## config.mk

```make
export PLATFORM = sky130hd
export DESIGN_NAME = pid_antiwindup_controller
export DESIGN_NICKNAME = d
export VERILOG_FILES = /design/src/design/pac_pkg.sv /design/src/design/pac_mul.sv /design/src/design/pac_div.sv /design/src/design/pid_antiwindup_controller.sv
export SDC_FILE = /design/constraint.sdc
export NUM_CORES = 2
export LEC_CHECK = 0
export BUFFER_PORTS_ARGS = -buffer_cell sky130_fd_sc_hd__buf_2
export CAP_MARGIN = 25
export CORE_MARGIN = 4
export CORE_UTILIZATION = 50
export DETAILED_ROUTE_END_ITERATION = 10
export GPL_TIMING_DRIVEN = 0
export HOLD_SLACK_MARGIN = 0.15
export PLACE_DENSITY = 0.69
export RECOVER_POWER = 100
export SLEW_MARGIN = 15
export SYNTH_ARGS = -nofsm -noshare
export SYNTH_HDL_FRONTEND = slang
export SYNTH_HIERARCHICAL = 1
export SYNTH_SLANG_ARGS = --single-unit
```

## constraint.sdc

```tcl
create_clock -name aclk -period 8.83 [get_ports aclk]
set_input_delay 2.2075 -clock aclk [delete_from_list [all_inputs] [get_ports aclk]]
set_output_delay 2.2075 -clock aclk [all_outputs]
set_load 0.05 [all_outputs]
```

## src/design/pac_pkg.sv

```systemverilog
// shared constants for the pid anti-windup controller
// no dependencies

package pac_pkg;

    localparam int DEF_WORD_BITS = 32;
    localparam int DEF_FRAC_BITS = 16;

    // configuration register indexes
    localparam logic [2:0] REG_KP      = 3'd0;
    localparam logic [2:0] REG_TI      = 3'd1;
    localparam logic [2:0] REG_TD      = 3'd2;
    localparam logic [2:0] REG_TRIM    = 3'd3;
    localparam logic [2:0] REG_OUT_MIN = 3'd4;
    localparam logic [2:0] REG_OUT_MAX = 3'd5;
    localparam logic [2:0] REG_WRAP    = 3'd6;

    // error wrap modes
    localparam logic [1:0] WRAP_NONE = 2'd0;
    localparam logic [1:0] WRAP_DEG  = 2'd1;
    localparam logic [1:0] WRAP_RAD  = 2'd2;

    // handshake between the sequencer and an arithmetic unit
    typedef struct packed {
        logic busy;
        logic done;
    } pac_unit_status_t;

endpackage

```

## src/design/pac_mul.sv

```systemverilog
// bit-serial fixed point multiplier: shift-add, round to nearest, saturate
// depends on pac_pkg

module pac_mul
    import pac_pkg::*;
#(
    parameter int WORD_BITS = DEF_WORD_BITS,
    parameter int FRAC_BITS = DEF_FRAC_BITS
) (
    input  logic                        aclk,
    input  logic                        aresetn,
    input  logic                        start,
    input  logic signed [WORD_BITS-1:0] op_a,
    input  logic signed [WORD_BITS-1:0] op_b,
    output pac_unit_status_t            status,
    output logic signed [WORD_BITS-1:0] result
);

    localparam int W  = WORD_BITS;
    localparam int CW = $clog2(W);
    localparam logic [1:0] PH_IDLE = 2'd0;
    localparam logic [1:0] PH_RUN  = 2'd1;
    localparam logic [1:0] PH_RND  = 2'd2;
    localparam logic [1:0] PH_SAT  = 2'd3;
    localparam logic [2*W-1:0] RND_HALF = (2*W)'(1) << (FRAC_BITS - 1);
    localparam logic [2*W-1:0] LIM      = (2*W)'(1) << (W - 1);

    logic [1:0]        phase_reg, phase_next;
    logic [CW-1:0]     cnt_reg, cnt_next;
    logic [W-1:0]      mcand_reg, mcand_next;
    logic [2*W:0]      prod_reg, prod_next;
    logic [2*W-1:0]    rnd_reg, rnd_next;
    logic              neg_reg, neg_next;
    logic              done_reg, done_next;
    logic signed [W-1:0] result_reg, result_next;
    logic [W:0]        sum;
    logic [W-1:0]      mag_a, mag_b;

    assign mag_a = op_a[W-1] ? (~op_a + 1'b1) : op_a;
    assign mag_b = op_b[W-1] ? (~op_b + 1'b1) : op_b;
    assign sum = prod_reg[2*W:W] + (prod_reg[0] ? {1'b0, mcand_reg} : '0);

    always_comb begin
        phase_next  = phase_reg;
        cnt_next    = cnt_reg;
        mcand_next  = mcand_reg;
        prod_next   = prod_reg;
        rnd_next    = rnd_reg;
        neg_next    = neg_reg;
        done_next   = 1'b0;
        result_next = result_reg;
        unique case (phase_reg)
            PH_IDLE: begin
                if (start) begin
                    mcand_next = mag_a;
                    prod_next  = {(W+1)'(0), mag_b};
                    neg_next   = op_a[W-1] ^ op_b[W-1];
                    cnt_next   = '0;
                    phase_next = PH_RUN;
                end
            end
            PH_RUN: begin
                prod_next = {sum, prod_reg[W-1:0]} >> 1;
                cnt_next  = cnt_reg + 1'b1;
                if (cnt_reg == CW'(W - 1)) begin
                    phase_next = PH_RND;
                end
            end
            PH_RND: begin
                rnd_next   = (prod_reg[2*W-1:0] + RND_HALF) >> FRAC_BITS;
                phase_next = PH_SAT;
            end
            PH_SAT: begin
                if (neg_reg) begin
                    result_next = (rnd_reg > LIM) ? {1'b1, {(W-1){1'b0}}}
                                                  : W'(~rnd_reg + 1'b1);
                end else begin
                    result_next = (rnd_reg > LIM - 1'b1) ? {1'b0, {(W-1){1'b1}}}
                                                         : rnd_reg[W-1:0];
                end
                done_next  = 1'b1;
                phase_next = PH_IDLE;
            end
            default: phase_next = PH_IDLE;
        endcase
    end

    always_ff @(posedge aclk) begin
        if (!aresetn) begin
            phase_reg <= PH_IDLE;
            done_reg  <= 1'b0;
        end else begin
            phase_reg <= phase_next;
            done_reg  <= done_next;
        end
        cnt_reg    <= cnt_next;
        mcand_reg  <= mcand_next;
        prod_reg   <= prod_next;
        rnd_reg    <= rnd_next;
        neg_reg    <= neg_next;
        result_reg <= result_next;
    end

    assign status.busy = (phase_reg != PH_IDLE);
    assign status.done = done_reg;
    assign result      = result_reg;

endmodule

```

## src/design/pac_div.sv

```systemverilog
// bit-serial fixed point divider: restoring, one quotient bit a cycle,
// rounded to nearest and saturated; depends on pac_pkg

module pac_div
    import pac_pkg::*;
#(
    parameter int WORD_BITS = DEF_WORD_BITS,
    parameter int FRAC_BITS = DEF_FRAC_BITS
) (
    input  logic                        aclk,
    input  logic                        aresetn,
    input  logic                        start,
    input  logic signed [WORD_BITS-1:0] op_a,
    input  logic signed [WORD_BITS-1:0] op_b,
    output pac_unit_status_t            status,
    output logic signed [WORD_BITS-1:0] result
);

    localparam int W  = WORD_BITS;
    localparam int N  = WORD_BITS + FRAC_BITS + 1;
    localparam int CW = $clog2(N + 1);
    localparam logic [1:0] PH_IDLE = 2'd0;
    localparam logic [1:0] PH_PREP = 2'd1;
    localparam logic [1:0] PH_RUN  = 2'd2;
    localparam logic [1:0] PH_SAT  = 2'd3;
    localparam logic [N-1:0] LIM = N'(1) << (W - 1);

    logic [1:0]     phase_reg, phase_next;
    logic [CW-1:0]  cnt_reg, cnt_next;
    logic [W-1:0]   ua_reg, ua_next, ub_reg, ub_next;
    logic [N-1:0]   num_reg, num_next;
    logic [W-1:0]   rem_reg, rem_next;
    logic           neg_reg, neg_next, nega_reg, nega_next;
    logic           done_reg, done_next;
    logic signed [W-1:0] result_reg, result_next;
    logic [W:0]     shifted, diff;
    logic           fits;

    assign shifted = {rem_reg, num_reg[N-1]};
    assign diff    = shifted - {1'b0, ub_reg};
    assign fits    = (shifted >= {1'b0, ub_reg});

    always_comb begin
        phase_next  = phase_reg;
        cnt_next    = cnt_reg;
        ua_next     = ua_reg;
        ub_next     = ub_reg;
        num_next    = num_reg;
        rem_next    = rem_reg;
        neg_next    = neg_reg;
        nega_next   = nega_reg;
        done_next   = 1'b0;
        result_next = result_reg;
        unique case (phase_reg)
            PH_IDLE: begin
                if (start) begin
                    ua_next    = op_a[W-1] ? (~op_a + 1'b1) : op_a;
                    ub_next    = op_b[W-1] ? (~op_b + 1'b1) : op_b;
                    neg_next   = op_a[W-1] ^ op_b[W-1];
                    nega_next  = op_a[W-1];
                    phase_next = PH_PREP;
                end
            end
            PH_PREP: begin
                num_next = ({1'b0, ua_reg, {FRAC_BITS{1'b0}}}) + N'(ub_reg >> 1);
                rem_next = '0;
                cnt_next = '0;
                phase_next = (ub_reg == '0) ? PH_SAT : PH_RUN;
            end
            PH_RUN: begin
                rem_next = fits ? diff[W-1:0] : shifted[W-1:0];
                num_next = {num_reg[N-2:0], fits};
                cnt_next = cnt_reg + 1'b1;
                if (cnt_reg == CW'(N - 1)) begin
                    phase_next = PH_SAT;
                end
            end
            PH_SAT: begin
                if (ub_reg == '0) begin
                    // divide by zero: zero stays zero, else full scale by sign
                    if (ua_reg == '0) begin
                        result_next = '0;
                    end else begin
                        result_next = nega_reg ? {1'b1, {(W-1){1'b0}}}
                                               : {1'b0, {(W-1){1'b1}}};
                    end
                end else if (neg_reg) begin
                    result_next = (num_reg > LIM) ? {1'b1, {(W-1){1'b0}}}
                                                  : W'(~num_reg + 1'b1);
                end else begin
                    result_next = (num_reg > LIM - 1'b1) ? {1'b0, {(W-1){1'b1}}}
                                                         : num_reg[W-1:0];
                end
                done_next  = 1'b1;
                phase_next = PH_IDLE;
            end
            default: phase_next = PH_IDLE;
        endcase
    end

    always_ff @(posedge aclk) begin
        if (!aresetn) begin
            phase_reg <= PH_IDLE;
            done_reg  <= 1'b0;
        end else begin
            phase_reg <= phase_next;
            done_reg  <= done_next;
        end
        cnt_reg    <= cnt_next;
        ua_reg     <= ua_next;
        ub_reg     <= ub_next;
        num_reg    <= num_next;
        rem_reg    <= rem_next;
        neg_reg    <= neg_next;
        nega_reg   <= nega_next;
        result_reg <= result_next;
    end

    assign status.busy = (phase_reg != PH_IDLE);
    assign status.done = done_reg;
    assign result      = result_reg;

endmodule

```

## src/design/pid_antiwindup_controller.sv

```systemverilog
// pid controller with bumpless reset and back-calculation anti-windup; needs pac_pkg, pac_mul, pac_div
// sequence: error, wrap, proportional multiply, then integral gain divide and two multiplies, bumpless
//   reset, derivative difference, two multiplies and a divide, two sums, two clamps, hand-over; integral
//   steps skipped with the integral off, derivative divide skipped when time_step is zero; default Q16.16
// throughput: one word at a time; the next input word is taken while a result waits
// reset: synchronous active-low aresetn clears integral and last measurement, sets reset pending

module pid_antiwindup_controller
    import pac_pkg::*;
#(
    parameter int WORD_BITS = DEF_WORD_BITS,
    parameter int FRAC_BITS = DEF_FRAC_BITS
) (
    input  logic                   aclk,
    input  logic                   aresetn,
    // configuration write port
    input  logic                   cfg_we,
    input  logic [2:0]             cfg_addr,
    input  logic [WORD_BITS-1:0]   cfg_wdata,
    // input stream
    input  logic                   s_tvalid,
    output logic                   s_tready,
    // measurement, setpoint, present_drive, time_step, zero pad
    input  logic [((4*WORD_BITS-1+7)/8)*8-1:0] s_tdata,
    // enable, reset_request
    input  logic [1:0]             s_tuser,
    // result stream
    output logic                   m_tvalid,
    input  logic                   m_tready,
    // drive, integral_term, zero pad
    output logic [((2*WORD_BITS+7)/8)*8-1:0]   m_tdata,
    // drive_written
    output logic [0:0]             m_tuser
);

    localparam int W      = WORD_BITS;
    localparam int OUT_TW = ((2*WORD_BITS+7)/8)*8;
    // wide enough for sums of two words and for the wrap constants
    localparam int XW     = ((W > FRAC_BITS + 10) ? W : FRAC_BITS + 10) + 2;

    localparam logic signed [XW-1:0] WMAX_X   = (XW'(1) <<< (W - 1)) - 1;
    localparam logic signed [XW-1:0] WMIN_X   = -WMAX_X - 1;
    localparam logic signed [XW-1:0] HALF_DEG = XW'(180) <<< FRAC_BITS;
    localparam logic signed [XW-1:0] FULL_DEG = XW'(360) <<< FRAC_BITS;
    localparam logic [63:0]          PI_Q32   = 64'd13493037705;
    localparam logic [63:0]          PI_F     = (FRAC_BITS >= 32) ? PI_Q32 :
        ((PI_Q32 + (64'd1 << (31 - FRAC_BITS))) >> (32 - FRAC_BITS));
    localparam logic signed [XW-1:0] PI_X     = XW'(PI_F);
    localparam logic signed [XW-1:0] TWO_PI_X = PI_X <<< 1;
    localparam logic [63:0]          THR_64   = (64'd1 << FRAC_BITS) / 10000;
    localparam logic [W-2:0]         THR      = THR_64[W-2:0];
    localparam logic signed [W-1:0]  ONE_Q    = W'(1) << FRAC_BITS;

    // sequencer codes
    localparam logic [4:0] S_IDLE    = 5'd0;
    localparam logic [4:0] S_ERR     = 5'd1;
    localparam logic [4:0] S_WRAP    = 5'd2;
    localparam logic [4:0] S_PMUL    = 5'd3;
    localparam logic [4:0] S_PWAIT   = 5'd4;
    localparam logic [4:0] S_KIDIV   = 5'd5;
    localparam logic [4:0] S_KIWAIT  = 5'd6;
    localparam logic [4:0] S_KEMUL   = 5'd7;
    localparam logic [4:0] S_KEWAIT  = 5'd8;
    localparam logic [4:0] S_KDTMUL  = 5'd9;
    localparam logic [4:0] S_KDTWAIT = 5'd10;
    localparam logic [4:0] S_RESET   = 5'd11;
    localparam logic [4:0] S_DY      = 5'd12;
    localparam logic [4:0] S_KDMUL   = 5'd13;
    localparam logic [4:0] S_KDWAIT  = 5'd14;
    localparam logic [4:0] S_DMUL    = 5'd15;
    localparam logic [4:0] S_DWAIT   = 5'd16;
    localparam logic [4:0] S_DDIV    = 5'd17;
    localparam logic [4:0] S_DDWAIT  = 5'd18;
    localparam logic [4:0] S_SUM1    = 5'd19;
    localparam logic [4:0] S_SUM2    = 5'd20;
    localparam logic [4:0] S_CLMIN   = 5'd21;
    localparam logic [4:0] S_CLMAX   = 5'd22;
    localparam logic [4:0] S_DONE    = 5'd23;

    // saturate a wide signed value to the word range
    function automatic logic signed [W-1:0] sat_x(input logic signed [XW-1:0] x);
        logic signed [W-1:0] r;
        if (x > WMAX_X) begin
            r = WMAX_X[W-1:0];
        end else if (x < WMIN_X) begin
            r = WMIN_X[W-1:0];
        end else begin
            r = x[W-1:0];
        end
        return r;
    endfunction

    function automatic logic signed [XW-1:0] ext(input logic signed [W-1:0] v);
        return XW'(v);
    endfunction

    // configuration registers
    logic signed [W-1:0] kp_reg, trim_reg, omin_reg, omax_reg;
    logic [W-2:0]        ti_reg, td_reg;
    logic [1:0]          wrap_reg;

    // sequencer and item state
    logic [4:0]          state_reg, state_next;
    logic signed [W-1:0] y_reg, y_next, r_reg, r_next, u_reg, u_next;
    logic [W-2:0]        dt_reg, dt_next;
    logic                en_reg, en_next;
    logic signed [W-1:0] err_reg, err_next, pterm_reg, pterm_next;
    logic signed [W-1:0] tmp_reg, tmp_next, nd_reg, nd_next, o_reg, o_next;
    logic signed [W-1:0] integ_reg, integ_next, last_reg, last_next;
    logic                pend_reg, pend_next;

    // output word
    logic                mvalid_reg, mvalid_next;
    logic signed [W-1:0] mdrive_reg, mdrive_next, minteg_reg, minteg_next;
    logic                mwr_reg, mwr_next;

    // arithmetic units
    logic                mul_start, div_start;
    logic signed [W-1:0] mul_a, mul_b, div_a, div_b, mul_res, div_res;
    pac_unit_status_t    mul_st, div_st;

    logic                ion;
    logic signed [XW-1:0] wr_x, wr_y;
    logic signed [W-1:0] clip_a, clip_b;

    assign ion = (ti_reg > THR);

    always_ff @(posedge aclk) begin
        if (!aresetn) begin
            kp_reg   <= '0;
            ti_reg   <= '0;
            td_reg   <= '0;
            trim_reg <= '0;
            omin_reg <= -ONE_Q;
            omax_reg <= ONE_Q;
            wrap_reg <= WRAP_NONE;
        end else if (cfg_we) begin
            unique case (cfg_addr)
                REG_KP:      kp_reg   <= cfg_wdata;
                REG_TI:      ti_reg   <= cfg_wdata[W-2:0];
                REG_TD:      td_reg   <= cfg_wdata[W-2:0];
                REG_TRIM:    trim_reg <= cfg_wdata;
                REG_OUT_MIN: omin_reg <= cfg_wdata;
                REG_OUT_MAX: omax_reg <= cfg_wdata;
                REG_WRAP:    wrap_reg <= cfg_wdata[1:0];
                default:     ;
            endcase
        end
    end

    // operand selection for the shared units
    always_comb begin
        mul_start = 1'b0;
        mul_a     = kp_reg;
        mul_b     = err_reg;
        unique case (state_reg)
            S_PMUL:   mul_start = 1'b1;
            S_KEMUL:  begin mul_start = 1'b1; mul_a = tmp_reg; end
            S_KDTMUL: begin mul_start = 1'b1; mul_a = tmp_reg; mul_b = W'(dt_reg); end
            S_KDMUL:  begin mul_start = 1'b1; mul_b = W'(td_reg); end
            S_DMUL:   begin mul_start = 1'b1; mul_a = tmp_reg; mul_b = nd_reg; end
            default:  ;
        endcase
    end

    always_comb begin
        div_start = (state_reg == S_KIDIV) || (state_reg == S_DDIV);
        div_a     = (state_reg == S_DDIV) ? tmp_reg : kp_reg;
        div_b     = (state_reg == S_DDIV) ? W'(dt_reg) : W'(ti_reg);
    end

    pac_mul #(.WORD_BITS(WORD_BITS), .FRAC_BITS(FRAC_BITS)) u_mul (
        .aclk(aclk), .aresetn(aresetn), .start(mul_start),
        .op_a(mul_a), .op_b(mul_b), .status(mul_st), .result(mul_res)
    );

    pac_div #(.WORD_BITS(WORD_BITS), .FRAC_BITS(FRAC_BITS)) u_div (
        .aclk(aclk), .aresetn(aresetn), .start(div_start),
        .op_a(div_a), .op_b(div_b), .status(div_st), .result(div_res)
    );

    // single-turn error wrap
    always_comb begin
        wr_x = ext(err_reg);
        wr_y = wr_x;
        if (wrap_reg == WRAP_DEG) begin
            if (wr_x < -HALF_DEG) wr_x = wr_x + FULL_DEG;
            wr_y = (wr_x > HALF_DEG) ? wr_x - FULL_DEG : wr_x;
        end else if (wrap_reg == WRAP_RAD) begin
            if (wr_x < -PI_X) wr_x = wr_x + TWO_PI_X;
            wr_y = (wr_x > PI_X) ? wr_x - TWO_PI_X : wr_x;
        end
    end

    // present drive clipped: raised to min, then lowered to max
    assign clip_a = (u_reg < omin_reg) ? omin_reg : u_reg;
    assign clip_b = (clip_a > omax_reg) ? omax_reg : clip_a;

    assign s_tready = (state_reg == S_IDLE);

    always_comb begin
        state_next  = state_reg;
        y_next      = y_reg;
        r_next      = r_reg;
        u_next      = u_reg;
        dt_next     = dt_reg;
        en_next     = en_reg;
        err_next    = err_reg;
        pterm_next  = pterm_reg;
        tmp_next    = tmp_reg;
        nd_next     = nd_reg;
        o_next      = o_reg;
        integ_next  = integ_reg;
        last_next   = last_reg;
        pend_next   = pend_reg;
        mvalid_next = mvalid_reg && !m_tready;
        mdrive_next = mdrive_reg;
        minteg_next = minteg_reg;
        mwr_next    = mwr_reg;
        unique case (state_reg)
            S_IDLE: begin
                if (s_tvalid) begin
                    y_next  = s_tdata[W-1:0];
                    r_next  = s_tdata[2*W-1:W];
                    u_next  = s_tdata[3*W-1:2*W];
                    dt_next = s_tdata[4*W-2:3*W];
                    en_next = s_tuser[0];
                    if (s_tuser[1]) pend_next = 1'b1;
                    state_next = S_ERR;
                end
            end
            S_ERR: begin
                err_next   = sat_x(ext(r_reg) - ext(y_reg));
                state_next = S_WRAP;
            end
            S_WRAP: begin
                err_next   = sat_x(wr_y);
                state_next = S_PMUL;
            end
            S_PMUL:  state_next = S_PWAIT;
            S_PWAIT: begin
                if (mul_st.done) begin
                    pterm_next = sat_x(ext(mul_res) + ext(trim_reg));
                    if (ion) begin
                        state_next = S_KIDIV;
                    end else begin
                        integ_next = '0;
                        state_next = S_RESET;
                    end
                end
            end
            // integral gain Kp/Ti, then times error, then times dt
            S_KIDIV:  state_next = S_KIWAIT;
            S_KIWAIT: begin
                if (div_st.done) begin
                    tmp_next   = div_res;
                    state_next = S_KEMUL;
                end
            end
            S_KEMUL:  state_next = S_KEWAIT;
            S_KEWAIT: begin
                if (mul_st.done) begin
                    tmp_next   = mul_res;
                    state_next = S_KDTMUL;
                end
            end
            S_KDTMUL:  state_next = S_KDTWAIT;
            S_KDTWAIT: begin
                if (mul_st.done) begin
                    integ_next = sat_x(ext(integ_reg) + ext(mul_res));
                    state_next = S_RESET;
                end
            end
            // bumpless reset: integral taken back from the present drive
            S_RESET: begin
                if (pend_reg) begin
                    integ_next = ion ? sat_x(ext(clip_b) - ext(pterm_reg)) : '0;
                    pend_next  = 1'b0;
                end
                state_next = S_DY;
            end
            S_DY: begin
                tmp_next   = sat_x(ext(y_reg) - ext(last_reg));
                last_next  = y_reg;
                state_next = S_KDMUL;
            end
            S_KDMUL: begin
                nd_next    = sat_x(-ext(tmp_reg));
                state_next = S_KDWAIT;
            end
            S_KDWAIT: begin
                if (mul_st.done) begin
                    tmp_next   = mul_res;
                    state_next = S_DMUL;
                end
            end
            S_DMUL:  state_next = S_DWAIT;
            S_DWAIT: begin
                if (mul_st.done) begin
                    tmp_next = mul_res;
                    if (dt_reg == '0) begin
                        nd_next    = '0;
                        state_next = S_SUM1;
                    end else begin
                        state_next = S_DDIV;
                    end
                end
            end
            S_DDIV:   state_next = S_DDWAIT;
            S_DDWAIT: begin
                if (div_st.done) begin
                    nd_next    = div_res;
                    state_next = S_SUM1;
                end
            end
            S_SUM1: begin
                tmp_next   = sat_x(ext(pterm_reg) + ext(integ_reg));
                state_next = S_SUM2;
            end
            S_SUM2: begin
                o_next     = sat_x(ext(tmp_reg) + ext(nd_reg));
                state_next = S_CLMIN;
            end
            // clamp with back-calculation of the clipped excess
            S_CLMIN: begin
                if (o_reg < omin_reg) begin
                    if (ion) begin
                        integ_next = sat_x(ext(integ_reg) + (ext(omin_reg) - ext(o_reg)));
                    end
                    o_next = omin_reg;
                end
                state_next = S_CLMAX;
            end
            S_CLMAX: begin
                if (o_reg > omax_reg) begin
                    if (ion) begin
                        integ_next = sat_x(ext(integ_reg) - (ext(o_reg) - ext(omax_reg)));
                    end
                    o_next = omax_reg;
                end
                state_next = S_DONE;
            end
            // hand the word over once the output register is free
            S_DONE: begin
                if (!mvalid_reg || m_tready) begin
                    mvalid_next = 1'b1;
                    mdrive_next = en_reg ? o_reg : '0;
                    mwr_next    = en_reg;
                    minteg_next = integ_reg;
                    if (!en_reg) pend_next = 1'b1;
                    state_next  = S_IDLE;
                end
            end
            default: state_next = S_IDLE;
        endcase
    end

    always_ff @(posedge aclk) begin
        if (!aresetn) begin
            state_reg  <= S_IDLE;
            integ_reg  <= '0;
            last_reg   <= '0;
            pend_reg   <= 1'b1;
            mvalid_reg <= 1'b0;
        end else begin
            state_reg  <= state_next;
            integ_reg  <= integ_next;
            last_reg   <= last_next;
            pend_reg   <= pend_next;
            mvalid_reg <= mvalid_next;
        end
        y_reg      <= y_next;
        r_reg      <= r_next;
        u_reg      <= u_next;
        dt_reg     <= dt_next;
        en_reg     <= en_next;
        err_reg    <= err_next;
        pterm_reg  <= pterm_next;
        tmp_reg    <= tmp_next;
        nd_reg     <= nd_next;
        o_reg      <= o_next;
        mdrive_reg <= mdrive_next;
        minteg_reg <= minteg_next;
        mwr_reg    <= mwr_next;
    end

    assign m_tvalid = mvalid_reg;
    assign m_tdata  = OUT_TW'({minteg_reg, mdrive_reg});
    assign m_tuser  = mwr_reg;

    // an accepted word always starts at the error stage
    a_accept_starts: assert property (@(posedge aclk) disable iff (!aresetn)
        s_tvalid && s_tready |=> state_reg == S_ERR)
        else $error("accepted word did not start processing");

    // the multiplier is never started while busy
    a_mul_free: assert property (@(posedge aclk) disable iff (!aresetn)
        mul_start |-> !mul_st.busy)
        else $error("multiplier started while busy");

    // divider results only arrive where the sequencer waits for them
    a_div_done: assert property (@(posedge aclk) disable iff (!aresetn)
        div_st.done |-> (state_reg == S_KIWAIT || state_reg == S_DDWAIT))
        else $error("divider result arrived unexpectedly");

    // the pending reset is always consumed before the output sum
    a_pend_clear: assert property (@(posedge aclk) disable iff (!aresetn)
        state_reg == S_SUM1 |-> !pend_reg)
        else $error("reset still pending at output sum");

    // inactive integral stays at zero through the clamps
    a_int_off: assert property (@(posedge aclk) disable iff (!aresetn)
        state_reg == S_DONE && !ion |-> integ_reg == '0)
        else $error("integral nonzero while inactive");

endmodule
```

==> results.sh <==
export IMPL_synth_top_family_by_area="compound AO/OA/AOI/OAI gates"
export IMPL_synth_edff_count=720
export IMPL_largest_reg_flops=64
export IMPL_arrival_ns=10.18
export IMPL_drt_wirelength_per_cell_um=29.34
export IMPL_synth_seq_cells=989
export IMPL_drtPass1Iterations=6
export IMPL_vias=67340
export IMPL_fp_coreArea_um2=145700
export IMPL_synthCells=8010
export IMPL_cts_num_sinks=989
export IMPL_wl_met2_um=135400
export IMPL_violations="max-capacitance violations, max-slew violations, negative setup slack"
export IMPL_final_common_cell="nand2_1"
export IMPL_top_level_ports=237
export IMPL_vdd_ir_drop_worst_mv=0.2053
export IMPL_drive_gt1_share_pct=8.569
export IMPL_rsz0062_at_grt="yes"
export IMPL_post_dp_cell_area_um2=77400
export IMPL_cp_start_kind="flip-flop"
export IMPL_dpl_hpwl_um=247900
export IMPL_grt_pass1_vias=63120
export IMPL_synth_ff_type="edfxtp_1"
export IMPL_ys_types=115
export IMPL_drt_initial_drc_count=7958
export IMPL_cp_top_family="compound AO/OA/AOI/OAI gates"
export IMPL_wl_met1_um=118900
export IMPL_syn_area_um2=73330
export IMPL_synth_xor_area_share_pct=6.939
export IMPL_synth_compound_area_share_pct=21.32
export IMPL_p_leak_nw=31.85
export IMPL_setup_slack_ns=-0.7193
export IMPL_fin_area_um2=82110
export IMPL_run_status="finished with violations"
export IMPL_cp_common_cell="o21a_1"
export IMPL_numCtsBuffers=114
export IMPL_setup_viol=31
export IMPL_fmax_mhz=104.7
export IMPL_grtUsageTotal_pct=39.02
export IMPL_fp_dieArea_um2=152900
export IMPL_portBuffers=235
export IMPL_critPathMaxStageDelay_ns=0.42
export IMPL_crit_slowest_cell="a22oi_2"
export IMPL_ys_seq_area_share_pct=36.83
export IMPL_place_congestion=1.109
export IMPL_hold_viol_final=0
export IMPL_finalMaxSlewViolations=577
export IMPL_cap_viol_max_count=15
export IMPL_ctsHoldBuffers=0
export IMPL_postRouteAntennaNets=0
export IMPL_crit_fanout=4
export IMPL_tightest_slew_ns=3.962
export IMPL_route_top_layer_used="met5"
export IMPL_hp_class="flip-flop to flip-flop"
export IMPL_die_width_um=391.0
export IMPL_endpoint_kind="flip-flop"
export IMPL_synth_mux_area_share_pct=3.131
export IMPL_synthArstFlopShare_pct=0
export IMPL_layout_common_cells="nand2_1 (1000), edfxtp_1 (720), ha_1 (504), inv_1 (485), a21oi_1 (453)"
export IMPL_grt_overflow=0
export IMPL_skew_ns=0.07072
export IMPL_wl_met3_um=27120
export IMPL_avgSynthCellArea_um2=9.155
export IMPL_pre_cts_slack_ns=-4.818
export IMPL_clock_latency_ns=0.80
export IMPL_viasPerCell=6.432
export IMPL_cts_clk_slew_worst_paths_ns=0.07
export IMPL_yosysWarnings=6
export IMPL_slew_headroom_pct=-164.2
export IMPL_antenna_found_initial=15
export IMPL_grt_max_degree=67
export IMPL_final_nets=9210
export IMPL_path_class="flip-flop to flip-flop"
export IMPL_cts_root_buf="clkbuf_16"
export IMPL_grt_pass1_wl_um=435600
export IMPL_synthAdderAreaFrac_pct=11.02
export IMPL_p_per_area_nw_per_um2=219.8
export IMPL_routed_wl_um=307200
export IMPL_post_route_period_util_pct=108.1
export IMPL_cp_data_required_time_ns=9.46
export IMPL_drc=0
export IMPL_power_total_mw=18.05
export IMPL_cts_tree="built"
export IMPL_min_period_ns=9.549
export IMPL_cp_num_buf_inv=6
export IMPL_synthSimpleGateAreaFrac_pct=16.42
export IMPL_area_delta_synth_final_pct=11.98
export IMPL_die_h_um=391.0
export IMPL_num_rows=140
export IMPL_htree_levels=3
export IMPL_start_util_pct=50.32
export IMPL_cts_buffer_depth=3
[worst paths after layout]
path                start            end  slack [ns]  depth (start not counted)
max           omin_reg[1]  integ_reg[17]       -0.72                         45
min reg2reg  last_reg[30]   last_reg[30]        0.46                          2
max reg2reg   omin_reg[1]  integ_reg[17]       -0.72                         45
min          last_reg[30]   last_reg[30]        0.46                          2
[worst reg2reg max path: cells and delay by family, from the launching register on]
family / cells / cell delay (ns)
AOI/OAI and AO/OA: 29 / 5.79
buffers and inverters: 6 / 0.86
adders and majority gates: 3 / 0.74
and+or+nand+nor: 4 / 0.70
muxes: 2 / 0.69
DFF: 1 / 0.41
xor gates and xnor gates: 1 / 0.17
[repair_timing]
item,4_1_cts,5_1_grt
pin swaps,60,36
gates cloned,1,1
resized for setup,155,35
hold endpoints to repair,0,0
setup buffers,41,14
endpoints found under the setup margin,32,32
[cells in the mapped netlist (all sizes together) (19+ instances only)]
cell type	number	area (um2)
nor4	82	519.3
nand2b	88	550.5
nor3	139	695.7
o211ai	81	648.1
and2	137	859.6
a31oi	88	569.3
o22ai	23	150.1
a221o	43	430.4
xor2	184	1612
xnor2	397	3477
or2	29	183.9
clkbuf	304	1141
mux2i	46	460.4
a211oi	63	483.0
nand3	152	760.7
or4	39	311.5
fa	74	1481
dfxtp	269	5385
o21ai	454	2272
mux2	163	1836
a222oi	76	760.7
nor2	441	1655
a22oi	47	352.8
a21o	227	1704
and4	21	186.4
or3	70	469.2
inv	492	1847
ha	522	6531
o2111ai	22	192.7
nand2	1001	3760
buf	35	183.9
nor3b	19	142.6
nor2b	75	469.2
a21oi	463	2336
edfxtp	720	21620
o21bai	56	420.4
o41ai	28	264.0
a211o	38	332.8
nand4	104	650.6
a21boi	234	1757
and3	67	419.2
o21a	63	474.2
a31o	21	183.9
o31ai	82	634.4
[per-layer routing]
layer	track usage (%)	vias to the layer above
li1	-	30380
met1	49.01	32630
met2	60.97	3499
met3	7.558	819
met4	26.47	6
met5	0	-
[report_power, final]
part	leakage [nW]	internal, mW	switching (mW)
combinational	21.1	2.36	4.46
sequential	8.89	5.75	0.495
clock	1.87	2.86	2.12
total	31.9	11.0	7.07
[kinds of logic after synthesis]
family / Yosys count
mux: 209
other cells: 1
fa+ha+maj: 603
xor+xnor: 581
simple gates: 2510
buf+inv: 832
flops: 989
compound gates: 2285
[area by class of cell]
class / instances / area (um2)
clock buffer: 142 / 3008
antenna: 10 / 25.02
fill: 13250 / 63630
clock inverter: 72 / 869.6
buffer: 335 / 1411
sequential: 989 / 27020
multi-input combinational: 6195 / 43810
tap: 1917 / 2399
timing repair buffer: 316 / 1709
inverter: 493 / 1864
[per-stage QoR]
stage | hold WS, ns | cells | TNS [ns] | util [%]
finish | 0.4648 | 10470 | -17.44 | 56.34
global route | 0.4840 | 10460 | -22.75 | 56.33
detailed placement | 0.4574 | 10190 | -135.83 | 53.11
CTS | 0.4654 | 10440 | -12.50 | 56.48
floorplan | 0.4431 | 8015 | 0 | -
global placement | 0.4493 | 10170 | -149.04 | 52.79
Power figures use the tool's default switching activity.
